`src/design/call_stack_exclusive_time_macros.svh`:
```
// Assertion macros shared by the call stack exclusive time design.
`ifndef CALL_STACK_EXCLUSIVE_TIME_MACROS_SVH
`define CALL_STACK_EXCLUSIVE_TIME_MACROS_SVH

// Check a property on every clock edge outside reset.
`define CSET_ASSERT(lbl, prop, msg) \
	lbl: assert property (@(posedge clk) disable iff (!arst_n) (prop)) \
	else $error(msg);

// Check that a condition is followed by a result on the next edge.
`define CSET_ASSERT_NEXT(lbl, cond, res, msg) \
	lbl: assert property (@(posedge clk) disable iff (!arst_n) (cond) |=> (res)) \
	else $error(msg);

`endif

```
`src/design/cset_pkg.sv`:
```
// Types, codes and helpers shared by the call stack exclusive time design.
package cset_pkg;

	localparam int NUM_FUNCS_DEF   = 64;
	localparam int STACK_DEPTH_DEF = 32;
	localparam int FID_W           = 6;
	localparam int TS_W            = 32;
	localparam int QUEUE_DEPTH     = 2;

	localparam logic [1:0] OP_START = 2'd0;
	localparam logic [1:0] OP_END   = 2'd1;
	localparam logic [1:0] OP_READ  = 2'd2;

	typedef enum logic [1:0] {
		ST_OK    = 2'd0,
		ST_FULL  = 2'd1,
		ST_EMPTY = 2'd2
	} status_t;

	typedef enum logic [1:0] {
		CMD_NONE = 2'd0,
		CMD_PUSH = 2'd1,
		CMD_POP  = 2'd2,
		CMD_READ = 2'd3
	} cmd_kind_t;

	typedef struct packed {
		cmd_kind_t         kind;
		status_t           status;
		logic [FID_W-1:0]  fid;
		logic [TS_W-1:0]   ts;
		logic              in_range;
		logic              has_parent;
	} cmd_t;

	typedef enum logic [2:0] {
		B_CLEAR,
		B_IDLE,
		B_DUR,
		B_EXC,
		B_TOT,
		B_OUT
	} back_state_t;

	function automatic logic [TS_W-1:0] sat_add(input logic [TS_W-1:0] a,
		input logic [TS_W-1:0] b);
		logic [TS_W:0] s;
		s = {1'b0, a} + {1'b0, b};
		return s[TS_W] ? {TS_W{1'b1}} : s[TS_W-1:0];
	endfunction

endpackage

```
`src/design/cset_front.sv`:
```
// Front end: accepts trace words, tracks the stack level and classifies each event.
`include "call_stack_exclusive_time_macros.svh"

module cset_front #(
	parameter int NUM_FUNCS   = cset_pkg::NUM_FUNCS_DEF,
	parameter int STACK_DEPTH = cset_pkg::STACK_DEPTH_DEF,
	localparam int SA = $clog2(STACK_DEPTH),
	localparam int LW = $clog2(STACK_DEPTH + 1)
) (
	input  logic                        clk,
	input  logic                        arst_n,
	input  logic                        in_valid,
	output logic                        in_stall,
	input  logic [1:0]                  operation,
	input  logic [cset_pkg::FID_W-1:0]  function_id,
	input  logic [cset_pkg::TS_W-1:0]   timestamp,
	input  logic                        q_full,
	input  logic                        clearing,
	output logic                        q_push,
	output cset_pkg::cmd_t              cmd,
	output logic [SA-1:0]               idx
);

	logic [LW-1:0] level_q;
	logic [LW-1:0] level_d;
	logic          accept;

	assign in_stall = q_full || clearing;
	assign accept   = in_valid && !in_stall;
	assign q_push   = accept;

	always_comb begin
		cmd.kind       = cset_pkg::CMD_NONE;
		cmd.status     = cset_pkg::ST_OK;
		cmd.fid        = function_id;
		cmd.ts         = timestamp;
		cmd.in_range   = (32'(function_id) < 32'(NUM_FUNCS));
		cmd.has_parent = 1'b0;
		idx            = '0;
		level_d        = level_q;
		unique case (operation)
			cset_pkg::OP_START: begin
				if (level_q == LW'(STACK_DEPTH)) begin
					cmd.status = cset_pkg::ST_FULL;
				end else begin
					cmd.kind = cset_pkg::CMD_PUSH;
					idx      = SA'(level_q);
					level_d  = level_q + LW'(1);
				end
			end
			cset_pkg::OP_END: begin
				if (level_q == '0) begin
					// empty stack still reports the current total
					cmd.kind   = cset_pkg::CMD_READ;
					cmd.status = cset_pkg::ST_EMPTY;
				end else begin
					cmd.kind       = cset_pkg::CMD_POP;
					cmd.has_parent = (level_q > LW'(1));
					idx            = SA'(level_q - LW'(1));
					level_d        = level_q - LW'(1);
				end
			end
			cset_pkg::OP_READ: begin
				cmd.kind = cset_pkg::CMD_READ;
			end
			default: begin
				cmd.kind = cset_pkg::CMD_NONE;
			end
		endcase
	end

	always_ff @(posedge clk or negedge arst_n) begin
		if (!arst_n) begin
			level_q <= '0;
		end else if (accept) begin
			level_q <= level_d;
		end
	end

	`CSET_ASSERT(a_level_bound, level_q <= LW'(STACK_DEPTH), "stack level above depth")
	`CSET_ASSERT_NEXT(a_full_holds, accept && cmd.status == cset_pkg::ST_FULL,
		$stable(level_q), "full start moved the stack level")
	`CSET_ASSERT_NEXT(a_pop_drops, accept && cmd.kind == cset_pkg::CMD_POP,
		level_q == $past(level_q) - LW'(1), "end did not drop the stack level")

endmodule

```
`config.mk`:
```
export PLATFORM = sky130hd
export DESIGN_NAME = cset_front
export DESIGN_NICKNAME = d
export VERILOG_FILES = /design/src/design/cset_pkg.sv /design/src/design/cset_front.sv
export VERILOG_INCLUDE_DIRS = /design/src /design/src/design
export SDC_FILE = /design/constraint.sdc
export NUM_CORES = 1
export LEC_CHECK = 0
export ABC_AREA = 0
export BUFFER_PORTS_ARGS = -buffer_cell sky130_fd_sc_hd__buf_2
export CORE_UTILIZATION = 34
export CTS_BUF_LIST = sky130_fd_sc_hd__clkbuf_8
export CTS_CLUSTER_DIAMETER = 30
export DETAILED_ROUTE_END_ITERATION = 6
export GPL_ROUTABILITY_DRIVEN = 0
export PLACE_DENSITY = 0.82
export SLEW_MARGIN = 20
export SYNTH_ARGS = -nofsm -noshare
export SYNTH_HDL_FRONTEND = slang
export SYNTH_SLANG_ARGS = --single-unit
export TNS_END_PERCENT = 1
```
`constraint.sdc`:
```
create_clock -name clk -period 1.9 [get_ports clk]
set_input_delay 0.095 -clock clk [delete_from_list [all_inputs] [get_ports clk]]
set_output_delay 0.095 -clock clk [all_outputs]
set_load 0.01 [all_outputs]
```
Word level (Yosys, flattened, before mapping)
Cells that the tools add are included.
{ "word_totals": {"register_bits": 6, "latch_bits": 0, "mem_bits_rw": 0, "mem_bits_ro": 0, "inputBits": 45, "out_inout_bits": 51, "wordCells": 30, "mem_count": 0} }
{ "classes": {"addsub": 2, "n_mul": 0, "n_div": 0, "order_cmp": 1, "n_eq_ne": 5, "n_shift": 0, "n_mux": 14, "bitwise": 0, "reduce_logical": 7} }
{ "op_table": {"columns": ["operator", "count"], "rows": [
  ["two-way mux 6 bit", 2],
  ["one-hot mux 6 bit (2 select lines)", 1],
  ["two-way mux 5 bit", 2],
  ["one-hot mux 5 bit (2 select lines)", 1],
  ["adder 6 x 1 -> 6 bit, second input constant", 1],
  ["== test 6 bit, second input constant", 1],
  ["greater-than comparator 6 x 1 -> 1 bit, second input constant", 1],
  ["logical NOT 6 bit", 1],
  ["one-hot mux 2 bit (3 select lines)", 1],
  ["subtractor 6 x 1 -> 6 bit, second input constant", 1],
  ["two-way mux 1 bit", 5],
  ["!= test 2 bit, second input constant", 2],
  ["one-hot mux 2 bit (2 select lines)", 1],
  ["AND reduction 4 bit", 1],
  ["== test 2 x 1 -> 1 bit, second input constant", 1],
  ["== test 2 bit, second input constant", 1],
  ["logical NOT 2 bit", 1],
  ["two-way mux 2 bit", 1],
  ["nonzero test 2 bit", 1],
  ["logical AND 1 bit", 1],
  ["logical NOT 1 bit", 1],
  ["logical OR 1 bit", 1]
]} }

Depth between registers and ports, before layout
{ "depth": {"ltp_word": 4, "ltp_mapped": 7, "depth_no_buf": 6} }

Worst setup path before layout
No wires, ideal clock.
{ "synth_path": {"path_type": "register to output", "startpoint": "register level_q[0]", "endpoint": "output idx[2]", "t_arrival_ns": 1.742, "setup_slack_ns": 0.063, "stages_incl_launch_ff": 8, "path_buffers": 1, "path_cell_list": "dfrtp_1 > clkbuf_1 > inv_1 > ha_1 > or4b_4 > o21ai_2 > o21bai_1 > a21o_1"} }
{ "synth_between": {"elab_chain_cells": 3} }
{ "synth_rtl": {"columns": ["item", "line_no", "text"], "rows": [
  ["start: declaration", "cset_front.sv:24", "logic [LW-1:0] level_q;"],
  ["start signal: assignment", "cset_front.sv:76", "level_q <= level_d;"],
  ["subtractor 6 x 1 -> 6 bit (tied with other cells)", null, null],
  ["two-way mux 5 bit (on tied branches)", "cset_front.sv:52, cset_front.sv:43", null],
  ["one-hot mux 5 bit (2 select lines) (*)", "cset_front.sv:41", "unique case (operation)"],
  ["end: declaration", "cset_front.sv:21", "output logic [SA-1:0] idx"]
]} }
Mark *: on every way between the ends. The rest lies on a longest branch, timed or not.

Worst setup path in the final report
Same ends and word-level chain as after synthesis.

==> qor.txt <==
core box area: 2780 um2
post-route DRC violation count: 0
Critical R2R Launch: level_q[0]$_DFFE_PN0P_
HPWL after DPL: 1350 um
die footprint: 3160 um2
FILL cells: 279
Fmax: 506 MHz
Netlist cell types: 37
yosys warns: 0
Worst setup SP type: flip-flop
Area growth syn-to-layout: 2.38%
CP top delay family: simple AND/OR/NAND/NOR gates
Netlist Area Pre-Place: 1000 um2
Max-cap violations: 0
total power: 1.28 mW
status: finished with violations
most frequent cells after synthesis: buf_4 (40), ha_1 (8), nor2_1 (7)
gr usage total: 12.8%
met1 Usage GRT: 15.3%
clock period minus worst slack: 1980 ps
First-pass DRT Iterations: 4
# IOs: 96
GRT overflow: 0
global route hottest layer: met2
crit path capture type: output pin
fin cells: 150
crit path cell chain: inv_2 -> ha_4 -> or4b_4 -> o21ai_4 -> o21bai_1 -> a21o_1 -> buf_2
final-report max-slew violation count: 0
Avg Inst Size Synth: 8.06 um2
Hold Crit Class: input pin to output pin
n_diodes: 0
Reg with most FFs: level_q
Leak Pwr: 0.501 nW
Die Y: 56.2 um
IO buf count: 18
total number of vias: 767
per-cell routed wire length: 12.7 um
initial antenna violation count: 0
register bit count reported by yosys: 6
CP max-delay cell: or4b_4
Synth Flop Type: dfrtp_1
layout cell share with drive strength beyond 1: 42.0%
biggest regs: level_q: 6 flops
Initial Util: 35.9%
slack of the worst reg-to-reg path: 60 ps
cell taking the most area after synthesis: buf_4
clock skew: 0.232 ps
Nets: 174
TritonCTS clock tree: done
max reg flops: 6
Worst Setup SP: level_q[0]$_DFFE_PN0P_
CTS Buffer Depth: 2
# placed instances: 139
met2 Use GR: 19.9%
final setup fails: 4
worst path required time: 1800 ps
Final ANT Viol Nets: 0
Max stage delay on crit path: 470 ps
crit share post-route: 104%
via-per-instance ratio: 5.11
H-tree depth: 1
pin count of the biggest net entering global routing: 12
Core Rows: 19
failing checks: setup timing
RSZ-0062 raised after global routing: yes
top cells by area, synth: buf_4 (30%), dfrtp_1 (15%), ha_1 (10%), o21ai_0 (3.0%), nor2_1 (2.6%)
final hold viol count: 0
GR Util met3: 4.42%
Inserted Clock Buffers: 3
setup ws final: -76.0 ps
leading cell type by number of instances after synthesis: buf_4
WL final: 1900 um
Skew-Pair Late Insertion Delay: 220 ps
post-synth top area share: 30.0%
first-pass GRT wire length: 3230 um
peak supply drop: 0.000431 V
cell chosen for the clock root: clkbuf_8
worst path bufs/invs: 2
clock sink total: 6
Crit Path Max Fanout: 6
Async SR Flop Fraction: 100%
vias in the first global route: 710
Seq/Total Area, Yosys: 15.0%
min-delay src: timestamp[13]
Mapped Cells: 124
WS Path Type: flip-flop to output pin
PD cells: 1250 nW/um2
initial detailed-routing violation count: 12
Post-synth EDFFs: 0
syn_nets: 177
Clock transition at path regs: 30 ps
crit path DAT: 1880 ps
die width: 56.2 um
==> worst paths after layout <==
check,end,depth (start not counted)
setup / recovery,idx[2],7
setup reg to reg,level_q[2]$_DFFE_PN0P_,7
hold / removal,cmd[15],0
hold reg to reg,level_q[4]$_DFFE_PN0P_,2
min in group asynchronous,level_q[4]$_DFFE_PN0P_,2
max in group asynchronous,level_q[1]$_DFFE_PN0P_,2
==> report_power, final <==
group	total (mW)	internal (mW)	switching (mW)
clock network	0.186	0.136	0.0505
logic	0.861	0.416	0.445
registers	0.228	0.181	0.0465
total	1.28	0.733	0.542
==> metrics by stage <==
step	hold slack (ps)	instance area [um2]	setup WS (ps)	setup TNS, ps	utilization (%)
after floorplan	-201	1000	63.4	0	-
after global placement	-79.6	880	108	0	31.6
after detailed placement	-79.6	880	51.1	0	31.6
after CTS	190	1010	-68.2	-138	36.2
after global routing	190	1020	-148	-514	36.8
final	190	1020	-76.0	-161	36.8
==> metal layers <==
layer | vias to the layer above | wire length (um)
li1 | 368 | -
met1 | 353 | 819
met2 | 37 | 883
met3 | 9 | 152
met4 | 0 | 44
met5 | - | 0
==> cells by family (layout without fill, tap and decap cells) <==
| group | count (synthesis) | in the layout | share of synthesized area [%] |
|---|---|---|---|
| buffers and inverters | 50 | 45 | 34.7 |
| AND/OR/NAND/NOR | 34 | 34 | 20.0 |
| AO/OA/AOI/OAI | 18 | 18 | 13.5 |
| adder cells (fa/ha/maj) | 8 | 8 | 10.0 |
| flip-flops | 6 | 6 | 15.0 |
| XOR/XNOR | 5 | 5 | 4.38 |
| multiplexers | 2 | 2 | 2.00 |
| other | 1 | 1 | 0.375 |
==> final cells by class <==
| cell class | count | area, um2 | share of cell area (%) |
|---|---|---|---|
| well taps | 31 | 38.8 | 3.79 |
| clock buffers | 3 | 41.3 | 4.03 |
| flip-flops and latches | 6 | 150 | 14.7 |
| inverters | 6 | 22.5 | 2.20 |
| multi-input cells | 68 | 539 | 52.7 |
| repair buffers | 36 | 231 | 22.6 |
==> cells in the final DEF (no fill, tap or decap), types with 2 or more instances in the layout <==
cell type / count
inv_1: 4
nor3_1: 2
inv_2: 2
ha_1: 6
buf_4: 16
a21o_1: 2
xnor2_1: 3
xor2_1: 2
nand2_1: 4
or3_2: 2
nand4b_1: 2
and3_1: 2
dfrtp_1: 6
clkbuf_8: 3
nand3b_1: 2
a21oi_1: 3
nor2_1: 7
mux2i_1: 2
o21ai_0: 4
nand3_1: 5
buf_2: 18
ha_4: 2
==> timing repair <==
action | in CTS | in global routing
endpoints found under the hold margin | 6 | 0
setup endpoints to repair | 5 | 10
hold buffers | 1 | 0
pin swaps | 5 | 4
resized for setup | 6 | 6
setup buffers | 7 | 0
Note: power is estimated with default switching activity, not from simulation.
