<file path="src/design/call_stack_exclusive_time_macros.svh">
// Assertion macros shared by the call stack exclusive time design.
`ifndef CALL_STACK_EXCLUSIVE_TIME_MACROS_SVH
`define CALL_STACK_EXCLUSIVE_TIME_MACROS_SVH

// Check a property on every clock edge outside reset.
`define CSET_ASSERT(lbl, prop, msg) \
	lbl: assert property (@(posedge clk) disable iff (!arst_n) (prop)) \
	else $error(msg);

// Check that a condition is followed by a result on the next edge.
`define CSET_ASSERT_NEXT(lbl, cond, res, msg) \
	lbl: assert property (@(posedge clk) disable iff (!arst_n) (cond) |=> (res)) \
	else $error(msg);

`endif

</file>
<file path="src/design/cset_pkg.sv">
// Types, codes and helpers shared by the call stack exclusive time design.
package cset_pkg;

	localparam int NUM_FUNCS_DEF   = 64;
	localparam int STACK_DEPTH_DEF = 32;
	localparam int FID_W           = 6;
	localparam int TS_W            = 32;
	localparam int QUEUE_DEPTH     = 2;

	localparam logic [1:0] OP_START = 2'd0;
	localparam logic [1:0] OP_END   = 2'd1;
	localparam logic [1:0] OP_READ  = 2'd2;

	typedef enum logic [1:0] {
		ST_OK    = 2'd0,
		ST_FULL  = 2'd1,
		ST_EMPTY = 2'd2
	} status_t;

	typedef enum logic [1:0] {
		CMD_NONE = 2'd0,
		CMD_PUSH = 2'd1,
		CMD_POP  = 2'd2,
		CMD_READ = 2'd3
	} cmd_kind_t;

	typedef struct packed {
		cmd_kind_t         kind;
		status_t           status;
		logic [FID_W-1:0]  fid;
		logic [TS_W-1:0]   ts;
		logic              in_range;
		logic              has_parent;
	} cmd_t;

	typedef enum logic [2:0] {
		B_CLEAR,
		B_IDLE,
		B_DUR,
		B_EXC,
		B_TOT,
		B_OUT
	} back_state_t;

	function automatic logic [TS_W-1:0] sat_add(input logic [TS_W-1:0] a,
		input logic [TS_W-1:0] b);
		logic [TS_W:0] s;
		s = {1'b0, a} + {1'b0, b};
		return s[TS_W] ? {TS_W{1'b1}} : s[TS_W-1:0];
	endfunction

endpackage

</file>
<file path="src/design/cset_back.sv">
// Back end: stack and total memories, close arithmetic and the result register.
`include "call_stack_exclusive_time_macros.svh"

module cset_back #(
	parameter int NUM_FUNCS   = cset_pkg::NUM_FUNCS_DEF,
	parameter int STACK_DEPTH = cset_pkg::STACK_DEPTH_DEF,
	localparam int SA = $clog2(STACK_DEPTH),
	localparam int FA = (NUM_FUNCS > 1) ? $clog2(NUM_FUNCS) : 1
) (
	input  logic                        clk,
	input  logic                        arst_n,
	input  cset_pkg::cmd_t              q_cmd,
	input  logic [SA-1:0]               q_idx,
	input  logic                        q_empty,
	output logic                        q_pop,
	output logic                        clearing,
	output logic                        out_valid,
	input  logic                        out_stall,
	output logic [1:0]                  status,
	output logic [cset_pkg::FID_W-1:0]  function_out,
	output logic [cset_pkg::TS_W-1:0]   interval_time,
	output logic [cset_pkg::TS_W-1:0]   total_time
);

	localparam int TW = cset_pkg::TS_W;

	cset_pkg::back_state_t state_q, state_d;

	logic [TW-1:0] start_mem  [STACK_DEPTH];
	logic [TW-1:0] nested_mem [STACK_DEPTH];
	logic [TW-1:0] total_mem  [NUM_FUNCS];

	cset_pkg::cmd_t cmd_q;
	logic [SA-1:0]  idx_q;
	logic [TW-1:0]  start_rd_q, nest_rd_q, parent_rd_q, total_rd_q;
	logic [TW-1:0]  dur_q, interval_q, total_q;
	logic [FA-1:0]  clr_cnt_q;
	logic           out_valid_q;

	logic          out_load;
	logic          nest_we, tot_we;
	logic [SA-1:0] nest_wa;
	logic [TW-1:0] nest_wd;
	logic [FA-1:0] tot_wa;
	logic [TW-1:0] tot_wd;
	logic [TW:0]   diff;
	logic [TW-1:0] dur_d, interval_d, total_new, parent_new;
	logic [TW-1:0] res_interval, res_total;

	assign clearing = (state_q == cset_pkg::B_CLEAR);
	assign q_pop    = (state_q == cset_pkg::B_IDLE) && !q_empty;
	assign out_load = (state_q == cset_pkg::B_OUT) && (!out_valid_q || !out_stall);

	// close arithmetic: duration, exclusive time, caller update and total update
	assign diff       = {1'b0, cmd_q.ts} - {1'b0, start_rd_q};
	assign dur_d      = diff[TW] ? '0 : cset_pkg::sat_add(diff[TW-1:0], TW'(1));
	assign interval_d = (dur_q >= nest_rd_q) ? dur_q - nest_rd_q : '0;
	assign parent_new = cset_pkg::sat_add(parent_rd_q, dur_q);
	assign total_new  = cset_pkg::sat_add(total_rd_q, interval_q);

	always_comb begin
		state_d = state_q;
		nest_we = 1'b0;
		nest_wa = q_idx;
		nest_wd = '0;
		tot_we  = 1'b0;
		tot_wa  = clr_cnt_q;
		tot_wd  = '0;
		unique case (state_q)
			cset_pkg::B_CLEAR: begin
				tot_we = 1'b1;
				if (clr_cnt_q == FA'(NUM_FUNCS - 1)) begin
					state_d = cset_pkg::B_IDLE;
				end
			end
			cset_pkg::B_IDLE: begin
				if (q_pop) begin
					if (q_cmd.kind == cset_pkg::CMD_PUSH) begin
						nest_we = 1'b1;
					end
					state_d = (q_cmd.kind == cset_pkg::CMD_POP) ? cset_pkg::B_DUR
						: cset_pkg::B_OUT;
				end
			end
			cset_pkg::B_DUR: begin
				state_d = cset_pkg::B_EXC;
			end
			cset_pkg::B_EXC: begin
				// fold the closed call into its caller's nested time
				nest_we = cmd_q.has_parent;
				nest_wa = idx_q - SA'(1);
				nest_wd = parent_new;
				state_d = cset_pkg::B_TOT;
			end
			cset_pkg::B_TOT: begin
				tot_we  = cmd_q.in_range;
				tot_wa  = FA'(cmd_q.fid);
				tot_wd  = total_new;
				state_d = cset_pkg::B_OUT;
			end
			cset_pkg::B_OUT: begin
				if (out_load) begin
					state_d = cset_pkg::B_IDLE;
				end
			end
			default: begin
				state_d = cset_pkg::B_IDLE;
			end
		endcase
	end

	always_ff @(posedge clk or negedge arst_n) begin
		if (!arst_n) begin
			state_q   <= cset_pkg::B_CLEAR;
			clr_cnt_q <= '0;
		end else begin
			state_q <= state_d;
			if (state_q == cset_pkg::B_CLEAR) begin
				clr_cnt_q <= clr_cnt_q + FA'(1);
			end
		end
	end

	always_ff @(posedge clk) begin
		if (q_pop && q_cmd.kind == cset_pkg::CMD_PUSH) begin
			start_mem[q_idx] <= q_cmd.ts;
		end
		if (q_pop) begin
			start_rd_q <= start_mem[q_idx];
		end
	end

	always_ff @(posedge clk) begin
		if (nest_we) begin
			nested_mem[nest_wa] <= nest_wd;
		end
		if (q_pop) begin
			nest_rd_q   <= nested_mem[q_idx];
			parent_rd_q <= nested_mem[q_idx - SA'(1)];
		end
	end

	always_ff @(posedge clk) begin
		if (tot_we) begin
			total_mem[tot_wa] <= tot_wd;
		end
		if (q_pop) begin
			total_rd_q <= total_mem[FA'(q_cmd.fid)];
		end
	end

	always_ff @(posedge clk) begin
		if (q_pop) begin
			cmd_q <= q_cmd;
			idx_q <= q_idx;
		end
		if (state_q == cset_pkg::B_DUR) begin
			dur_q <= dur_d;
		end
		if (state_q == cset_pkg::B_EXC) begin
			interval_q <= interval_d;
		end
		if (state_q == cset_pkg::B_TOT) begin
			total_q <= cmd_q.in_range ? total_new : '0;
		end
	end

	always_comb begin
		res_interval = (cmd_q.kind == cset_pkg::CMD_POP) ? interval_q : '0;
		unique case (cmd_q.kind)
			cset_pkg::CMD_POP:  res_total = total_q;
			cset_pkg::CMD_READ: res_total = cmd_q.in_range ? total_rd_q : '0;
			default:            res_total = '0;
		endcase
	end

	always_ff @(posedge clk or negedge arst_n) begin
		if (!arst_n) begin
			out_valid_q <= 1'b0;
		end else if (out_load) begin
			out_valid_q <= 1'b1;
		end else if (!out_stall) begin
			out_valid_q <= 1'b0;
		end
	end

	always_ff @(posedge clk) begin
		if (out_load) begin
			status        <= cmd_q.status;
			function_out  <= cmd_q.fid;
			interval_time <= res_interval;
			total_time    <= res_total;
		end
	end

	assign out_valid = out_valid_q;

	`CSET_ASSERT(a_no_pop_in_clear, !(clearing && q_pop), "queue drained during clear")
	`CSET_ASSERT_NEXT(a_dur_then_exc, state_q == cset_pkg::B_DUR,
		state_q == cset_pkg::B_EXC, "close sequence broken")
	`CSET_ASSERT(a_interval_le_dur, (state_q != cset_pkg::B_TOT) || (interval_q <= dur_q),
		"exclusive time above duration")

endmodule

</file>
<file path="config.mk">
export PLATFORM = sky130hd
export DESIGN_NAME = cset_back
export DESIGN_NICKNAME = d
export VERILOG_FILES = /design/src/design/cset_pkg.sv /design/src/design/cset_back.sv
export VERILOG_INCLUDE_DIRS = /design/src /design/src/design
export SDC_FILE = /design/constraint.sdc
export NUM_CORES = 2
export LEC_CHECK = 0
export ABC_CLOCK_PERIOD_IN_PS = 30000
export BUFFER_PORTS_ARGS = -buffer_cell sky130_fd_sc_hd__buf_4
export CORE_MARGIN = 2
export CORE_UTILIZATION = 25
export DETAILED_ROUTE_END_ITERATION = 8
export SLEW_MARGIN = 20
export SYNTH_ARGS = -nofsm -noshare
export SYNTH_HDL_FRONTEND = slang
export SYNTH_SLANG_ARGS = --single-unit
</file>
<file path="constraint.sdc">
create_clock -name clk -period 30 [get_ports clk]
set_clock_uncertainty 0.15 [all_clocks]
set_input_delay 6 -clock clk [delete_from_list [all_inputs] [get_ports clk]]
set_output_delay 6 -clock clk [all_outputs]
set_load 0.03 [all_outputs]
</file>
## Word level (Yosys, flattened, before mapping)

Memories as Yosys holds them, arrays and structs flattened. A register that Yosys moved wholly into a read port is not among the register bits.
Cells that the tools add are included.

| cells by class | value |
|---|---|
| add/subtract/negate cells | 8 |
| magnitude comparators | 1 |
| equality and inequality tests | 14 |
| muxes and demuxes | 26 |
| reductions and logical operators | 9 |

Operators by type and width:

| operator | count |
|---|---|
| $mux W32 | 6 |
| $add A32 B32 Y33 | 2 |
| $pmux W32 S2 | 1 |
| $add A32 B1 Y33 const B | 1 |
| $sub A32 B32 Y33 | 1 |
| $ge A32 B32 Y1 | 1 |
| $sub A32 B32 Y32 | 1 |
| $pmux W3 S6 | 1 |
| $mux W3 | 4 |
| $mux W1 | 10 |
| $sub A5 B1 Y5 const B | 2 |
| $add A6 B1 Y6 const B | 1 |
| $eq A2 B2 Y1 const B | 3 |
| $eq A3 B2 Y1 const B | 2 |
| $eq A3 B3 Y1 const B | 2 |
| $eq A6 B6 Y1 const B | 1 |
| $mux W6 | 1 |
| $mux W5 | 1 |
| $ne A2 B1 Y1 const B | 2 |
| $ne A2 B2 Y1 const B | 2 |
| $pmux W1 S2 | 2 |
| $eq A3 B1 Y1 const B | 1 |
| $logic_and A1 B1 Y1 | 3 |
| $logic_not A1 Y1 | 3 |
| other kinds (4) | 4 |

| word-level totals | value |
|---|---|
| register bits after elaboration | 227 |
| RAM bits | 4,096 |
| output and inout bits | 75 |
| word-level logic and storage cells | 78 |
| memories kept | 3 |

Memories:

| memory | depth | bits a word | rd ports | clocked after memory_dff | wr ports | line | source |
|---|---|---|---|---|---|---|---|
| total_mem | 64 | 32 | 1 | 1 | 1 | cset_back.sv:31 | `logic [TW-1:0] total_mem [NUM_FUNCS];` |
| nested_mem | 32 | 32 | 2 | 2 | 1 | cset_back.sv:30 | `logic [TW-1:0] nested_mem [STACK_DEPTH];` |
| start_mem | 32 | 32 | 1 | 1 | 1 | cset_back.sv:29 | `logic [TW-1:0] start_mem [STACK_DEPTH];` |

## Depth between registers and ports, before layout

| logic depth | value |
|---|---|
| word-level depth | 6 |
| gate-level depth with buffers | 16 |
| depth with buffers taken out | 16 |

## Least setup slack after synthesis

OpenSTA, ideal clock, no wires.

| timing path | value |
|---|---|
| kind | in2out |
| start | input port q_empty |
| end | output port q_pop |
| data arrival time | 19.354 ns |
| required time | 23.850 ns |
| slack | 4.496 ns |
| stages on the path | 1 |
| path buffers | 0 |
| cells stage by stage | nor3b_1 |

| between the ends | value |
|---|---|
| longest elaborated chain between the ends | 2 |

RTL lines:

| what | line | source |
|---|---|---|
| start: declaration | cset_back.sv:14 | `input logic q_empty,` |
| $logic_not A1 Y1 | cset_back.sv:51 | `assign q_pop = (state_q == cset_pkg::B_IDLE) && !q_empty;` |
| $logic_and A1 B1 Y1 | cset_back.sv:51 |  |
| end: declaration | cset_back.sv:15 | `output logic q_pop,` |

Every way passes these cells.

## Worst setup path after layout

Ends and elaborated chain as after synthesis.

==> impl_metrics.yaml <==
timing:
  final.setup.worst_slack_ns: 16.89
  period_needed_ns: 13.11
  worst_slew_pin_slew_ns: 1.19
  rsz0062_at_grt: "no"
  period_share_pct: 43.7
  slew_headroom_pct: 20.4
  finalSetupViolations: 0
  slew_violations: 0
  timing.fmax_ghz: 0.0763
  hold_ws_ns: 0.267
  setup-tns-final_ns: 0
  final_hold_viol_count: 0
routing:
  route.detailed.drc: 0
  wirelength_um: 514000
  vias: 92000
  wl_per_cell_um: 27.4
  ant_nets: 0
  viasPerCell: 4.92
  firstDrtPassIters: 5
  drtIter0Drc: 12100
critical_path:
  rr_startpoint: "dur_q[0]"
  r2r_end: "nested_mem[10][19]"
  r2r_setup_slack_ns: 24.39
  required_ns: 23.85
  critPathKind: "in2out"
  cp-start-kind: "input port"
  cp.arrival_ns: 6.96
  critical_path_peak_fanout: 6
  reg2reg_depth: 15
  end_kind: "primary output"
synthesis:
  syn_inst: 8376
  netlist_area_mm2: 0.182
  ys_types: 84
  yosysTopAreaCell: "edfxtp_1"
  ys_ff_latch: 4451
  avgSynthCellArea_um2: 21.7
  ys_seq_area_share_pct: 73.4
  synth_ff_type: "edfxtp_1"
  yosys-top-cells-area: "edfxtp_1 (73%), mux4_2 (19%), a22oi_1 (1.1%)"
  synthesis.nets: 8569
  yosys_warnings: 0
  synth_top_area_share_pct: 73.2
  ys_async_sr_fraction_pct: 0.225
  synth-edff-count: 4441
global_route:
  grt_pass1_vias: 90800
  grt_use_total_pct: 13.4
  antenna_found_initial: 53
  grt_overflow_total: 0
  grt_max_degree: 140
  grt_pass1_wl_um: 714000
clocking:
  insertion_delay_ns: 1.03
  h-tree-depth: 5
  cts_buffers: 424
  clock-sinks: 4451
  clockBufferDepth: 4
  postCtsResizedCells: 0
  clkTransAtPathRegs_ns: 0.06
  cts-hold-fix-buffers: 0
  cts_tree: "yes"
  cts-root-buf: "clkbuf_16"
  post_cts_buffers: 0
floorplan:
  die_h_um: 857
  die_area_mm2: 0.735
  die_w_um: 857
  initial_core_util_pct: 25.1
  io-pin-count: 128
  rows: 313
  coreArea_mm2: 0.726
layout:
  nets: 8927
  final_cell_mix: "edfxtp_1 (4441), mux4_2 (1498), clkbuf_16 (425)"
  design_area_mm2: 0.211
  multi_input_area_mm2: 0.0480
  drive_above_1_share_pct: 30.3
  ff_latch_area_mm2: 0.134
  n_fill_cell: 70500
  syn2layout_area_growth_pct: 15.8
  final_common_cell: "edfxtp_1"
placed_design:
  dpl_cell_area_mm2: 0.197
  port-buffer-count: 127
  gp_congestion: 0.827
  dp_hpwl_um: 283000
  place_ws_ns: 16.91
worst_hold_path:
  min_path_type: "reg2reg"
  min-delay-start: "cmd_q[40]"
  whs_path_depth: 0
  min_to: "status[0]"
outcome:
  run_status: "finished clean"
pwr:
  p_leak_nw: 60.7
  p_per_area_mw_per_mm2: 59.0
  peakVddDrop_v: 0.0000453
job:
  cap_violations: 0
-- logic make-up after synthesis --
| family | synth area share, % |
|---|---|
| compound gates | 2.89 |
| xor+xnor | 0.673 |
| fa+ha+maj | 0.979 |
| buf+inv | 1.21 |
| flops | 73.4 |
| mux | 18.8 |
| simple gates | 2.02 |
-- power breakdown --
part                       switching, W  internal (W)
clock network                   0.00237       0.00297
logic                          0.000207      0.000136
registers      0.0000000000000000000100       0.00676
total                           0.00258       0.00986
-- cells in the mapped netlist, types with 5 or more instances --
master,count
a21boi_0,8
nand2_1,133
o2111ai_1,6
nand3b_1,9
a21o_1,49
ha_1,136
o31ai_1,5
clkbuf_1,324
nor3_1,39
and4_1,6
buf_1,117
o21bai_1,12
xnor2_1,72
a22oi_1,257
a21oi_1,209
and2_1,44
nor2_1,248
nor3b_1,8
mux4_2,1498
nand3_1,41
a31oi_1,12
a211o_1,7
nor4_1,16
nor2b_1,25
mux2_2,40
buf_2,6
inv_1,121
buf_6,5
xor2_1,66
o21a_1,30
dfrtp_1,10
and3_1,12
o22ai_1,5
a311oi_1,5
edfxtp_1,4441
mux2i_1,13
o211ai_1,13
o21ai_0,81
nand4_1,86
nand2b_1,34
a22o_1,33
a211oi_1,13
or3_1,9
-- how the worst max path moves through the flow --
stage	from	end	slack, ns
after floorplan	q_empty	q_pop	4.50
after global placement	q_empty	q_pop	16.94
after detailed placement	q_empty	q_pop	16.91
after CTS	q_empty	q_pop	16.90
after global routing	q_empty	q_pop	16.85
final	q_empty	q_pop	16.89
-- state kept, by name, indices dropped and copies added, names as in the netlist --
| register | cells |
|---|---|
| function_out | 6 |
| total_time | 32 |
| state_q | 3 |
| dur_q | 32 |
| clr_cnt_q | 6 |
| status | 2 |
| start_mem | 1024 |
| out_valid | 1 |
| nested_mem | 1024 |
| interval_q | 32 |
| total_mem | 2048 |
| total_rd_q | 32 |
| idx_q | 5 |
| nest_rd_q | 32 |
| cmd_q | 44 |
| start_rd_q | 32 |
| interval_time | 32 |
| parent_rd_q | 32 |
| total_q | 32 |
-- worst max-delay path, cell delays in order --
cell	delay, ns
buf_4	0.15
nor3b_2	0.23
buf_4	0.32
buf_4	0.23
-- area by class of cell --
class                      count  area share, %
sequential                  4451           63.4
multi-input combinational   3350           22.8
antenna                       19         0.0226
timing repair buffer         385           1.43
clock buffer                 515           5.21
inverter                     122          0.217
tap                         9607           5.70
clock inverter               268           1.25
-- per-layer routing --
metal,GRT usage [%],wire (µm),vias up
met5,0,126,-
met4,3.62,15400,20
met3,2.98,47700,773
met2,21.1,238000,4402
met1,18.8,213000,50100
li1,-,-,36700
-- per-stage QoR --
stage          std cells  utilization [%]  power, W
3_5_place_dp       17900             27.1   0.00724
4_1_cts            18700             29.0    0.0125
5_1_grt            18700             29.0    0.0128
3_3_place_gp       17900             27.1   0.00724
6_report           18700             29.0    0.0124
2_1_floorplan       8376                -   0.00713
Power figures use the tool's default switching activity.
