==> src/design/call_stack_exclusive_time_macros.svh <==
// Assertion macros shared by the call stack exclusive time design.
`ifndef CALL_STACK_EXCLUSIVE_TIME_MACROS_SVH
`define CALL_STACK_EXCLUSIVE_TIME_MACROS_SVH

// Check a property on every clock edge outside reset.
`define CSET_ASSERT(lbl, prop, msg) \
	lbl: assert property (@(posedge clk) disable iff (!arst_n) (prop)) \
	else $error(msg);

// Check that a condition is followed by a result on the next edge.
`define CSET_ASSERT_NEXT(lbl, cond, res, msg) \
	lbl: assert property (@(posedge clk) disable iff (!arst_n) (cond) |=> (res)) \
	else $error(msg);

`endif

==> src/design/cset_pkg.sv <==
// Types, codes and helpers shared by the call stack exclusive time design.
package cset_pkg;

	localparam int NUM_FUNCS_DEF   = 64;
	localparam int STACK_DEPTH_DEF = 32;
	localparam int FID_W           = 6;
	localparam int TS_W            = 32;
	localparam int QUEUE_DEPTH     = 2;

	localparam logic [1:0] OP_START = 2'd0;
	localparam logic [1:0] OP_END   = 2'd1;
	localparam logic [1:0] OP_READ  = 2'd2;

	typedef enum logic [1:0] {
		ST_OK    = 2'd0,
		ST_FULL  = 2'd1,
		ST_EMPTY = 2'd2
	} status_t;

	typedef enum logic [1:0] {
		CMD_NONE = 2'd0,
		CMD_PUSH = 2'd1,
		CMD_POP  = 2'd2,
		CMD_READ = 2'd3
	} cmd_kind_t;

	typedef struct packed {
		cmd_kind_t         kind;
		status_t           status;
		logic [FID_W-1:0]  fid;
		logic [TS_W-1:0]   ts;
		logic              in_range;
		logic              has_parent;
	} cmd_t;

	typedef enum logic [2:0] {
		B_CLEAR,
		B_IDLE,
		B_DUR,
		B_EXC,
		B_TOT,
		B_OUT
	} back_state_t;

	function automatic logic [TS_W-1:0] sat_add(input logic [TS_W-1:0] a,
		input logic [TS_W-1:0] b);
		logic [TS_W:0] s;
		s = {1'b0, a} + {1'b0, b};
		return s[TS_W] ? {TS_W{1'b1}} : s[TS_W-1:0];
	endfunction

endpackage

==> src/design/cset_queue.sv <==
// Short queue of classified commands between the front and back ends.
module cset_queue #(
	parameter int WIDTH = 8,
	localparam int QA = $clog2(cset_pkg::QUEUE_DEPTH)
) (
	input  logic             clk,
	input  logic             arst_n,
	input  logic             push,
	input  logic [WIDTH-1:0] din,
	output logic             full,
	input  logic             pop,
	output logic [WIDTH-1:0] dout,
	output logic             empty
);

	logic [WIDTH-1:0] mem_q [cset_pkg::QUEUE_DEPTH];
	logic [QA-1:0]    wr_ptr_q;
	logic [QA-1:0]    rd_ptr_q;
	logic [QA:0]      count_q;

	assign full  = (count_q == (QA+1)'(cset_pkg::QUEUE_DEPTH));
	assign empty = (count_q == '0);
	assign dout  = mem_q[rd_ptr_q];

	always_ff @(posedge clk) begin
		if (push) begin
			mem_q[wr_ptr_q] <= din;
		end
	end

	always_ff @(posedge clk or negedge arst_n) begin
		if (!arst_n) begin
			wr_ptr_q <= '0;
			rd_ptr_q <= '0;
			count_q  <= '0;
		end else begin
			if (push) begin
				wr_ptr_q <= wr_ptr_q + QA'(1);
			end
			if (pop) begin
				rd_ptr_q <= rd_ptr_q + QA'(1);
			end
			unique case ({push, pop})
				2'b10:   count_q <= count_q + (QA+1)'(1);
				2'b01:   count_q <= count_q - (QA+1)'(1);
				default: count_q <= count_q;
			endcase
		end
	end

endmodule

==> config.mk <==
export PLATFORM = sky130hd
export DESIGN_NAME = cset_queue
export DESIGN_NICKNAME = d
export VERILOG_FILES = /design/src/design/call_stack_exclusive_time_macros.svh /design/src/design/cset_pkg.sv /design/src/design/cset_queue.sv
export SDC_FILE = /design/constraint.sdc
export NUM_CORES = 1
export LEC_CHECK = 0
export BUFFER_PORTS_ARGS = -buffer_cell sky130_fd_sc_hd__buf_2
export CAP_MARGIN = 0
export CELL_PAD_IN_SITES_DETAIL_PLACEMENT = 0
export CELL_PAD_IN_SITES_GLOBAL_PLACEMENT = 1
export CORE_MARGIN = 5
export CORE_UTILIZATION = 43
export CTS_BUF_LIST = sky130_fd_sc_hd__clkbuf_8 sky130_fd_sc_hd__clkbuf_16
export CTS_CLUSTER_DIAMETER = 60
export DETAILED_ROUTE_END_ITERATION = 8
export HOLD_SLACK_MARGIN = 0.15
export PLACE_DENSITY_LB_ADDON = 0.1
export SLEW_MARGIN = 30
export SYNTH_ARGS = -nofsm -noshare
export SYNTH_HDL_FRONTEND = slang
export SYNTH_SLANG_ARGS = --single-unit
==> constraint.sdc <==
create_clock -name clk -period 3.4 [get_ports clk]
set_input_delay 0.34 -clock clk [delete_from_list [all_inputs] [get_ports clk]]
set_output_delay 0.34 -clock clk [all_outputs]
set_load 0.005 [all_outputs]
Word-level counts from Yosys, hierarchy flattened
Memory sizes are Yosys's and may differ from the RTL's.
Cells that the tools add are included.
{"block": "classes", "add_sub_neg": 4, "mul": 0, "div_mod_pow": 0, "magnitude_cmp": 0, "n_eq_ne": 3, "shifts": 0, "muxes": 3, "bitwise": 0, "reduce_logical": 2}
{"op": "2-bit equality test, second input constant", "count": 2}
{"op": "2-bit case mux with 2 select lines", "count": 1}
{"op": "1-bit adder, second input constant", "count": 2}
{"op": "2-bit by 1-bit adder with 2-bit output, second input constant", "count": 1}
{"op": "2-bit by 1-bit equality test with 1-bit output, second input constant", "count": 1}
{"op": "2-bit logical NOT", "count": 1}
{"op": "1-bit two-way mux", "count": 2}
{"op": "2-bit nonzero test", "count": 1}
{"op": "2-bit by 1-bit subtractor with 2-bit output, second input constant", "count": 1}
{"block": "word_totals", "regBits": 4, "latchBits": 0, "ramBits": 16, "mem_bits_ro": 0, "input_bits": 12, "out_inout_bits": 10, "wordCells": 16, "memories": 1}
{"memory": "mem_q", "words": 2, "width": 8, "read_ports": 1, "rd_clocked_by_memory_dff": 0, "wr": 1, "line_no": "cset_queue.sv:16", "rtl": "logic [WIDTH-1:0] mem_q [cset_pkg::QUEUE_DEPTH];"}

Longest topological paths before layout
Gate-level depths: netlist of run 1.
{"block": "depth", "word_depth": 2, "mapped_depth": 5, "depth_no_buf": 5}

Least setup slack after synthesis of run 1
No wires, ideal clock.
{"block": "synth_timing", "path_type": "reg2out", "startpoint": "register rd_ptr_q", "endpoint": "output dout[0]", "arrival_ns": 0.837, "slack_ns": 2.223, "path_stages_with_launch": 3, "n_path_buf": 1, "path_cell_list": "dfrtp_1 buf_2 mux2_2"}
{"block": "synth_via", "elab_chain_len": 1}
{"item": "start, declared", "line_no": "cset_queue.sv:18", "rtl": "logic [QA-1:0] rd_ptr_q;"}
{"item": "start signal, assigned", "line_no": "cset_queue.sv:41", "rtl": "rd_ptr_q <= rd_ptr_q + QA'(1);"}
{"item": "memory read 2 x 8 bit"}
{"item": "end, declared", "line_no": "cset_queue.sv:12", "rtl": "output logic [WIDTH-1:0] dout,"}
No other way between the ends.

Worst setup path after layout of run 1
{"block": "layout_timing", "startpoint": "register rd_ptr_q", "endpoint": "output dout[4]"}
The elaborated chain is that of the path after synthesis.

==> results of run 1 <==
flip-flops by register name, indices dropped and copies added, names as in the netlist:
register  flops
count_q       2
rd_ptr_q      1
mem_q        16
wr_ptr_q      1
final timing paths:
| kind | start | endpoint | slack (ns) |
|---|---|---|---|
| worst min-delay path | din[5] | mem_q[0][5]$_DFFE_PP_ | 0.28 |
| worst max-delay path | rd_ptr_q$_DFFE_PN0P_ | dout[4] | 1.75 |
| worst max register to register | wr_ptr_q$_DFFE_PN0P_ | mem_q[0][1]$_DFFE_PP_ | 2.10 |
| worst min register to register | wr_ptr_q$_DFFE_PN0P_ | wr_ptr_q$_DFFE_PN0P_ | 0.49 |
| min in group asynchronous | arst_n | count_q[0]$_DFFE_PN0P_ | 0.42 |
| max in group asynchronous | arst_n | rd_ptr_q$_DFFE_PN0P_ | 2.86 |
per-layer routing:
metal  part of all wire [%]  wire length (um)  track usage [%]
met3                    8.7                91            2.292
met2                     50               524            13.81
met1                     41               427            11.36
met4                      0                 0            3.930
met5                      0                 0                0
power by group through the flow:
stage          logic [mW]  registers, mW  clock network (mW)
3_5_place_dp        0.182          0.384                   0
2_1_floorplan       0.133          0.358                   0
6_report            0.178          0.377               0.148
4_1_cts             0.184          0.379               0.156
5_1_grt             0.197          0.387               0.164
3_3_place_gp        0.181          0.383                   0
placed cells by master (no fill, tap or decap):
| master | synthesis | layout |
|---|---|---|
| xnor2_1 | 2 | 2 |
| nor2_1 | 3 | 3 |
| dfrtp_1 | 4 | 4 |
| and2_1 | 1 | 1 |
| edfxtp_1 | 16 | 16 |
| clkinv_1 | 0 | 1 |
| xor2_1 | 3 | 3 |
| and2b_2 | 1 | 1 |
| ha_1 | 1 | 1 |
| inv_1 | 1 | 1 |
| dlygate4sd3_1 | 0 | 1 |
| buf_2 | 1 | 21 |
| mux2_2 | 8 | 8 |
| clkbuf_8 | 0 | 3 |
timing repair:
action | 4_1_cts | 5_1_grt
endpoints found under the hold margin | 4 | 0
gates resized for setup | 0 | 0
hold buffers | 1 | 0
final cells by class:
type	instances	area (sq um)	area share, %
clock buffers	3	41.29	4.354
clock inverters	1	3.754	0.3958
inverters	1	3.754	0.3958
multi-input cells	19	172.7	18.21
flip-flops and latches	20	580.6	61.21
well taps	25	31.28	3.298
repair buffers	22	115.1	12.14
cells by family after synthesis:
logic type | count (synthesis)
simple gates | 5
mux | 8
fa+ha+maj | 1
xor+xnor | 5
buf+inv | 2
flops | 20
==> run metrics, run 1 <==
total gr overflow 0; Yosys cell types 11; synth top area cells edfxtp_1, dfrtp_1, mux2_2; Layout Cells excl Fill about 90; Die H around 52 um; number of flops mapped to enable cells by yosys 16; Die X 52.10 um; first-pass GRT wire length around 1700 um; First-pass DRT Iterations 2; setup TNS 0 ns; number of synthesized register bits 20; clk root buf clkbuf_8; antenna violations before repair 0; syn avg cell area 18.58 sq um; syn_nets 54; routed vias a little under 400; Rel. slew slack between 50% and 60%; Net Switching between 0.15 and 0.2 mW; Post-synth ARST share ~20%; final setup violation count 0; # DRC 0; CP max-delay cell dfrtp_1; Pint 0.5219 mW; Setup WS pre-CTS around 2.0 ns; RSZ-0062 raised after global routing no; DRT Wirelength 1043 um; Filler cells approximately 150; max incr delay on CP ~0.56 ns; crit-path max FO 9; simple-gate share of the synthesized area about 3.4%; CTS Sinks 20; fmax just over 600 MHz; CTS Buf Count 3; # port buffers 21; core area ~1700 sq um; die area approximately 2700 sq um; Adder-Cell Fraction of Synth Area ~1.6%; H-tree levels 1; clock network power share around a fifth; Worst Path Required 3.06 ns; Ys Warns 0; worst slew pin tran 0.6570 ns; most used standard cell by instance count after synthesis edfxtp_1; fin crit share about half; vias per inst roughly 4.3; Setup Fix Bufs, Post-CTS 0; Cells after DPL 86; startpoint types flip-flop; last weighted congestion value of the routability-driven placer around 0.68; Comb pwr share 25.3%; setup ws final 1.749 ns; cell area after layout 948.4 sq um; worst hold path type in2reg; overall routing resource usage just under 9%; worst hold path depth 1; mux cell area share after synthesis between 10% and 20%; CP arrival 1.31 ns; Initial Util between 40% and 50%; initial drt markers 2; vias in the first global route about 420; CP bufs+invs 1; Top FF cell, synth edfxtp_1; Pwr Total between 0.7 and 0.8 mW; top cell type's share of synthesized area a little over three fifths; TritonCTS clock tree done; WP depth 2; synthesized area around 760 sq um; Post-synth top cells edfxtp_1, mux2_2, dfrtp_1; Final #Nets 80; Syn-to-layout area delta 24.47%; Post-DP Area ~890 sq um; IO Pins 22; sequential cell area fraction in the yosys report 76.19%; Critical Path, Cell by Cell mux2_2 -> buf_2; Leak roughly 0.38 nW; crit path time final about 1.7 ns; worst skew pair latency around 0.25 ns; Max Cap Viol 0; Fin Hold WS roughly 0.28 ns; largest net degree at the start of global routing 12; CP top delay family flip-flops; kind of critical path reg2out; worst vdd ir between 0.3 and 0.4 mV; main combinational cell family by area after synthesis multiplexers; Net Sw Frac approximately 26%; share of cells above drive strength 1 ~50%; Synth Area in XOR/XNOR between 5 and 6%; routed length per instance between 10 and 15 um; clock slew at reported path FFs roughly 0.070 ns; complex-gate fraction of the synthesized area 0%; Cell Pwr Density about 740 nW/um^2; worst clock skew between 0.0015 and 0.002 ns; outcome complete, no violations; Sequential Power Share 53.6%; clk buf depth 2; Finished Core Util between 50% and 60%; Yosys top cell by area edfxtp_1; Worst R2R Path Depth 1; post-DP HPWL 785 um; num rows 15; ANT cells 0; final-report max-slew violation count 0; ANT nets after route 0; Hold Fails Final Rpt 0; Critical Path End Type output port; Post-Synthesis Cells between 40 and 50
(Power assumes the default switching activity.)
==> run 2: changes to the inputs <==
Settings changed: CORE_UTILIZATION 43 to 36.
Clock period 3.4 ns to 1.5 ns, I/O delays scaled along.
==> run metrics, run 2 (synthesis results as in run 1) <==
Leak 0.4353 nW (+13%); Top reg by flops mem_q; post-DP HPWL 829.9 um (+5.7%); Rel. slew slack 73.39% (+17 points); routed length per instance 12.09 um (+5.5%); H-tree levels 1 (unchanged); fmax 720.7 MHz; setup ws final 0.1124 ns (-1.637 ns); antenna violations before repair 0 (unchanged); Critical Path End Type output port; # port buffers 21 (unchanged); crit path time final between 1 and 1.5 ns; Max Cap Viol 0 (unchanged); CP arrival 1.24 ns (-0.07 ns); largest net degree at the start of global routing 12 (unchanged); worst vdd ir 0.7916 mV (+110%); first-pass GRT wire length 2235 um (+29%); startpoint types flip-flop; num rows 16 (+1); Filler cells 173 (+12%); die area 3137 sq um (+16%); Pwr Total 1.697 mW (+140%); ANT nets after route 0 (unchanged); number of flip-flops in the largest register 16 (unchanged); Setup Fix Bufs, Post-CTS 0 (unchanged); DRT Wirelength 1257 um (+21%); Syn-to-layout area delta 40.39%; worst slew pin tran 0.3992 ns (-0.2578 ns); TritonCTS clock tree done; Initial Util 38.45% (-6.2 points); CP max-delay cell dfrtp_2; reg2reg setup slack 0.40 ns (-1.70 ns); clock slew at reported path FFs 0.07 ns (about the same); Hold Fails Final Rpt 0 (unchanged); initial drt markers 0 (-2); Layout Cells excl Fill 104 (+14%); core area 1982 sq um (+16%); clk root buf clkbuf_8; ANT cells 0 (unchanged); Cells after DPL 89 (+3.5%); CTS Buf Count 3 (unchanged); most frequent cells in the layout buf_2, edfxtp_1, dlygate4sd3_1, mux2_2, clkbuf_8; routed vias 439 (+13%); last weighted congestion value of the routability-driven placer 0.6537 (-3.7%); total gr overflow 0 (unchanged); Die X 56.01 um (+7.5%); Critical Path, Cell by Cell mux2_2 -> buf_2; Worst R2R End mem_q[1][5]$_DFFE_PP_; vias per inst 4.221 (-1.3%); Final #Nets 91 (+14%); worst skew pair latency 0.25 ns (about the same); CP top delay family flip-flops; vias in the first global route 517 (+24%); FF-to-FF Start wr_ptr_q$_DFFE_PN0P_; fin crit share between 90% and 100%; outcome complete, no violations; # DRC 0 (unchanged); multi-input logic area 172.7 sq um (unchanged); worst hold path type in2async; First-pass DRT Iterations 1 (-1); IO Pins 22 (unchanged); Largest regs mem_q (16), count_q (2); crit-path max FO 9 (unchanged); max incr delay on CP 0.50 ns (-0.06 ns); kind of critical path reg2out; RSZ-0062 raised after global routing no; Setup WS pre-CTS 0.2701 ns (-1.712 ns); CTS Sinks 20 (unchanged); final setup violation count 0 (unchanged); overall routing resource usage 9.249% (+0.44 points); Die H 56.01 um (+7.5%); clk buf depth 2 (unchanged); register area 581.8 sq um (+0.22%); Cell Pwr Density 1586 nW/um^2 (+110%); most common cell after layout, fill and taps aside buf_2; Worst Path Required 1.35 ns (-1.71 ns); final-report max-slew violation count 0 (unchanged); setup TNS 0 ns (unchanged); CP bufs+invs 1 (unchanged); share of cells above drive strength 1 46.75% (-3.2 points); Worst R2R Path Depth 1 (unchanged); worst clock skew 0.001206 ns (-0.0003968 ns)
==> run 2: power by group <==
group	internal (mW)	switching (mW)	total (mW)
logic	0.273	0.169	0.442
clock network	0.233	0.158	0.391
registers	0.758	0.106	0.864
==> run 2: metal layers <==
layer | vias to the layer above | global-route usage [%] | part of all wire [%]
met4 | 0 | 3.051 | 0
li1 | 218 | - | -
met5 | - | 0 | 0
met1 | 210 | 10.53 | 42
met3 | 0 | 3.712 | 6.0
met2 | 11 | 15.69 | 52
==> run 2: repair_timing <==
| action | in CTS | in global routing |
|---|---|---|
| endpoints found under the setup margin | 8 | 0 |
| endpoints found under the hold margin | 22 | 0 |
| resized for setup | 1 | 0 |
| hold buffers | 11 | 0 |
==> run 2: metrics by stage <==
| step | hold WS, ns | area [sq um] | utilization (%) |
|---|---|---|---|
| global route | 0.2491 | 1070 | 53.98 |
| floorplan | -0.1456 | 762.0 | - |
| detailed placement | -0.03793 | 903.4 | 45.58 |
| finish | 0.2358 | 1070 | 53.98 |
| CTS | 0.2352 | 1070 | 53.98 |
| global placement | -0.03768 | 903.4 | 45.58 |
==> run 2: cell type report <==
cell class              instances  share of cell area, %
inverters                       1                 0.3509
flip-flops and latches         20                  54.39
clock buffers                   4                  5.146
repair buffers                 33                  20.82
multi-input cells              19                  16.14
well taps                      27                  3.158
==> run 2: worst max-delay path by stage <==
| stage | startpoint | endpoint | slack, ns | cells after the start |
|---|---|---|---|---|
| finish | rd_ptr_q$_DFFE_PN0P_ | dout[0] | 0.11 | 2 |
| global route | rd_ptr_q$_DFFE_PN0P_ | dout[0] | 0.05 | 2 |
| CTS | rd_ptr_q$_DFFE_PN0P_ | dout[0] | 0.09 | 2 |
| detailed placement | rd_ptr_q$_DFFE_PN0P_ | dout[0] | 0.27 | 2 |
| global placement | rd_ptr_q$_DFFE_PN0P_ | dout[0] | 0.26 | 2 |
| floorplan | wr_ptr_q$_DFFE_PN0P_ | mem_q[0][0]$_DFFE_PP_ | 0.36 | 1 |
==> run 3: changes to the inputs <==
Settings changed: ABC_AREA from default to 1, CORE_UTILIZATION 36 to 35.
==> run metrics, run 3 <==
outcome complete, no violations; Post-Synthesis Cells 66 (+61%); most used standard cell by instance count after synthesis edfxtp_1; most common cell after layout, fill and taps aside buf_2; die area 3413 sq um (+8.8%); routed vias 519 (+18%); Rel. slew slack 79.42% (+6.0 points); Yosys top cell by area edfxtp_1; TritonCTS clock tree done; Leak 0.5127 nW (+18%); ANT cells 0 (unchanged); syn_nets 79 (+46%); IO Pins 22 (unchanged); # port buffers 21 (unchanged); clock slew at reported path FFs 0.06 ns (about the same); Critical Path, Cell by Cell o21ai_0 -> buf_2; number of flops mapped to enable cells by yosys 16 (unchanged); Setup WS pre-CTS 0.3164 ns (+0.04626 ns); Max Cap Viol 0 (unchanged); number of flip-flops in the largest register 16 (unchanged); Post-synth top cells edfxtp_1, inv_1, nand2_1; final setup violation count 0 (unchanged); number of synthesized register bits 20 (unchanged); Cells after DPL 115 (+29%); complex-gate fraction of the synthesized area 6.250% (+6.3 points); largest net degree at the start of global routing 18 (+6); First-pass DRT Iterations 2 (+1); Syn-to-layout area delta 34.76%; # DRC 0 (unchanged); Final #Nets 116 (+27%); Worst Path Required 1.35 ns (about the same); startpoint types flip-flop; Yosys cell types 14 (+3); Top reg by flops mem_q; CP arrival 1.14 ns (-0.10 ns); Initial Util 36.75% (-1.7 points); fin crit share 86.24% (-6.3 points); synthesized area 820.8 sq um (+7.7%); Die X 58.43 um (+4.3%); num rows 17 (+1); Post-DP Area 949.7 sq um (+5.1%); worst hold path type in2async; clk buf depth 2 (unchanged); fmax 773.0 MHz (+7.3%); Adder-Cell Fraction of Synth Area 1.524% (-0.12 points); overall routing resource usage 8.172% (-1.1 points); Ys Warns 0 (unchanged); Layout Cells excl Fill 130 (+25%); clk root buf clkbuf_8; main combinational cell family by area after synthesis buffers and inverters; DRT Wirelength 1210 um (-3.7%); worst skew pair latency 0.25 ns (about the same); CP top delay family flip-flops; ANT nets after route 0 (unchanged); routed length per instance 9.308 um (-23%); worst slew pin tran 0.3084 ns (-0.09081 ns); post-DP HPWL 885.9 um (+6.7%); vias in the first global route 496 (-4.1%); CTS Buf Count 3 (unchanged); sequential cell area fraction in the yosys report 70.73% (-5.5 points); Met1 Wirelength 554 um (+4.1%); H-tree levels 1 (unchanged); worst clock skew 0.004297 ns (+0.003091 ns); initial drt markers 1 (+1); Fin Hold WS 0.2394 ns (+0.003513 ns); cell area after layout 1106 sq um (+3.4%); Top FF cell, synth edfxtp_1; total gr overflow 0 (unchanged); core area 2233 sq um (+13%); worst vdd ir 0.8061 mV (+1.8%); top cell type's share of synthesized area 58.54% (-4.5 points); most frequent cells in the layout buf_2, edfxtp_1, inv_1, nand2_1, dlygate4sd3_1; Critical Path End Type output port; setup ws final 0.2064 ns (+0.09397 ns); share of cells above drive strength 1 29.41% (-17 points); Hold Fails Final Rpt 0 (unchanged); CTS Sinks 20 (unchanged); vias per inst 3.992 (-5.4%); final-report max-slew violation count 0 (unchanged); crit path time final 1.294 ns (-0.09397 ns); last weighted congestion value of the routability-driven placer 0.6704 (+2.6%); Synth Area in XOR/XNOR 3.201% (-2.5 points); Cell Pwr Density 1509 nW/um^2 (-4.8%); CP max-delay cell dfrtp_2; Largest regs mem_q (16), count_q (2); max layer used met4; WL met3 83 um (+9.2%); Die H 58.43 um (+4.3%); Filler cells 211 (+22%); CP bufs+invs 1 (unchanged); antenna violations before repair 0 (unchanged); Post-synth ARST share 20.00% (unchanged); syn avg cell area 12.44 sq um (-33%); mux cell area share after synthesis 0% (-12 points); wire length on met2 559 um (-14%); reg2reg setup slack 0.47 ns (+0.07 ns); simple-gate share of the synthesized area 8.689% (+5.2 points); first-pass GRT wire length 2042 um (-8.6%); max incr delay on CP 0.53 ns (+0.03 ns); setup TNS 0 ns (unchanged); kind of critical path reg2out; RSZ-0062 raised after global routing no; synth top area cells edfxtp_1, dfrtp_1, inv_1; crit-path max FO 17 (+8); Setup Fix Bufs, Post-CTS 0 (unchanged)
run 3: kinds of logic (layout without fill, tap and decap cells):
kind of cell	count (synthesis)	after routing
AO/OA/AOI/OAI	8	8
flip-flops	20	20
AND/OR/NAND/NOR	18	18
buffers and inverters	16	52
XOR/XNOR	3	3
adder cells (fa/ha/maj)	1	1
run 3: layer usage:
layer | global-route usage (%) | vias to the layer above
met5 | 0 | -
met3 | 3.070 | 2
met2 | 12.92 | 11
met4 | 4.967 | 0
met1 | 9.331 | 224
li1 | - | 282
run 3: worst paths after layout:
path | from | to | cells past startpoint
worst min-delay path | arst_n | count_q[1]$_DFFE_PN0P_ | 2
max in group asynchronous | arst_n | rd_ptr_q$_DFFE_PN0P_ | 2
worst max register to register | wr_ptr_q$_DFFE_PN0P_ | mem_q[0][5]$_DFFE_PP_ | 2
min in group clk | wr_ptr_q$_DFFE_PN0P_ | wr_ptr_q$_DFFE_PN0P_ | 1
worst max-delay path | rd_ptr_q$_DFFE_PN0P_ | dout[2] | 2
worst min register to register | wr_ptr_q$_DFFE_PN0P_ | wr_ptr_q$_DFFE_PN0P_ | 1
run 3: power breakdown:
group	switching [mW]	internal (mW)
combinational	0.222	0.238
clock	0.143	0.181
sequential	0.128	0.757
total	0.493	1.18
run 3: cell type report:
class	instances	area (sq um)	share of cell area, %
Tap cell	28	35.03	3.167
Timing Repair Buffer	34	230.2	20.81
Multi-Input combinational cell	30	161.4	14.59
Sequential cell	20	581.8	52.60
Inverter	14	52.55	4.751
Clock inverter	1	3.754	0.3394
Clock buffer	3	41.29	3.733
run 3: what timing repair did:
action,in CTS,in global routing
resized for setup,0,1
hold buffers,11,0
endpoints found under the hold margin,22,0
setup endpoints to repair,0,8
run 3: through the flow:
| step | util (%) | power [mW] |
|---|---|---|
| global route | 49.52 | 1.815 |
| global placement | 42.52 | 1.343 |
| floorplan | - | 1.188 |
| detailed placement | 42.52 | 1.346 |
| CTS | 49.47 | 1.707 |
| finish | 49.52 | 1.669 |
run 3: worst reg2reg max path, delay by kind of cell (launching register included):
kind / cells / cell delay, ns
buffers and inverters: 1 / 0.18
flip-flops: 1 / 0.40
AND/OR/NAND/NOR: 1 / 0.17
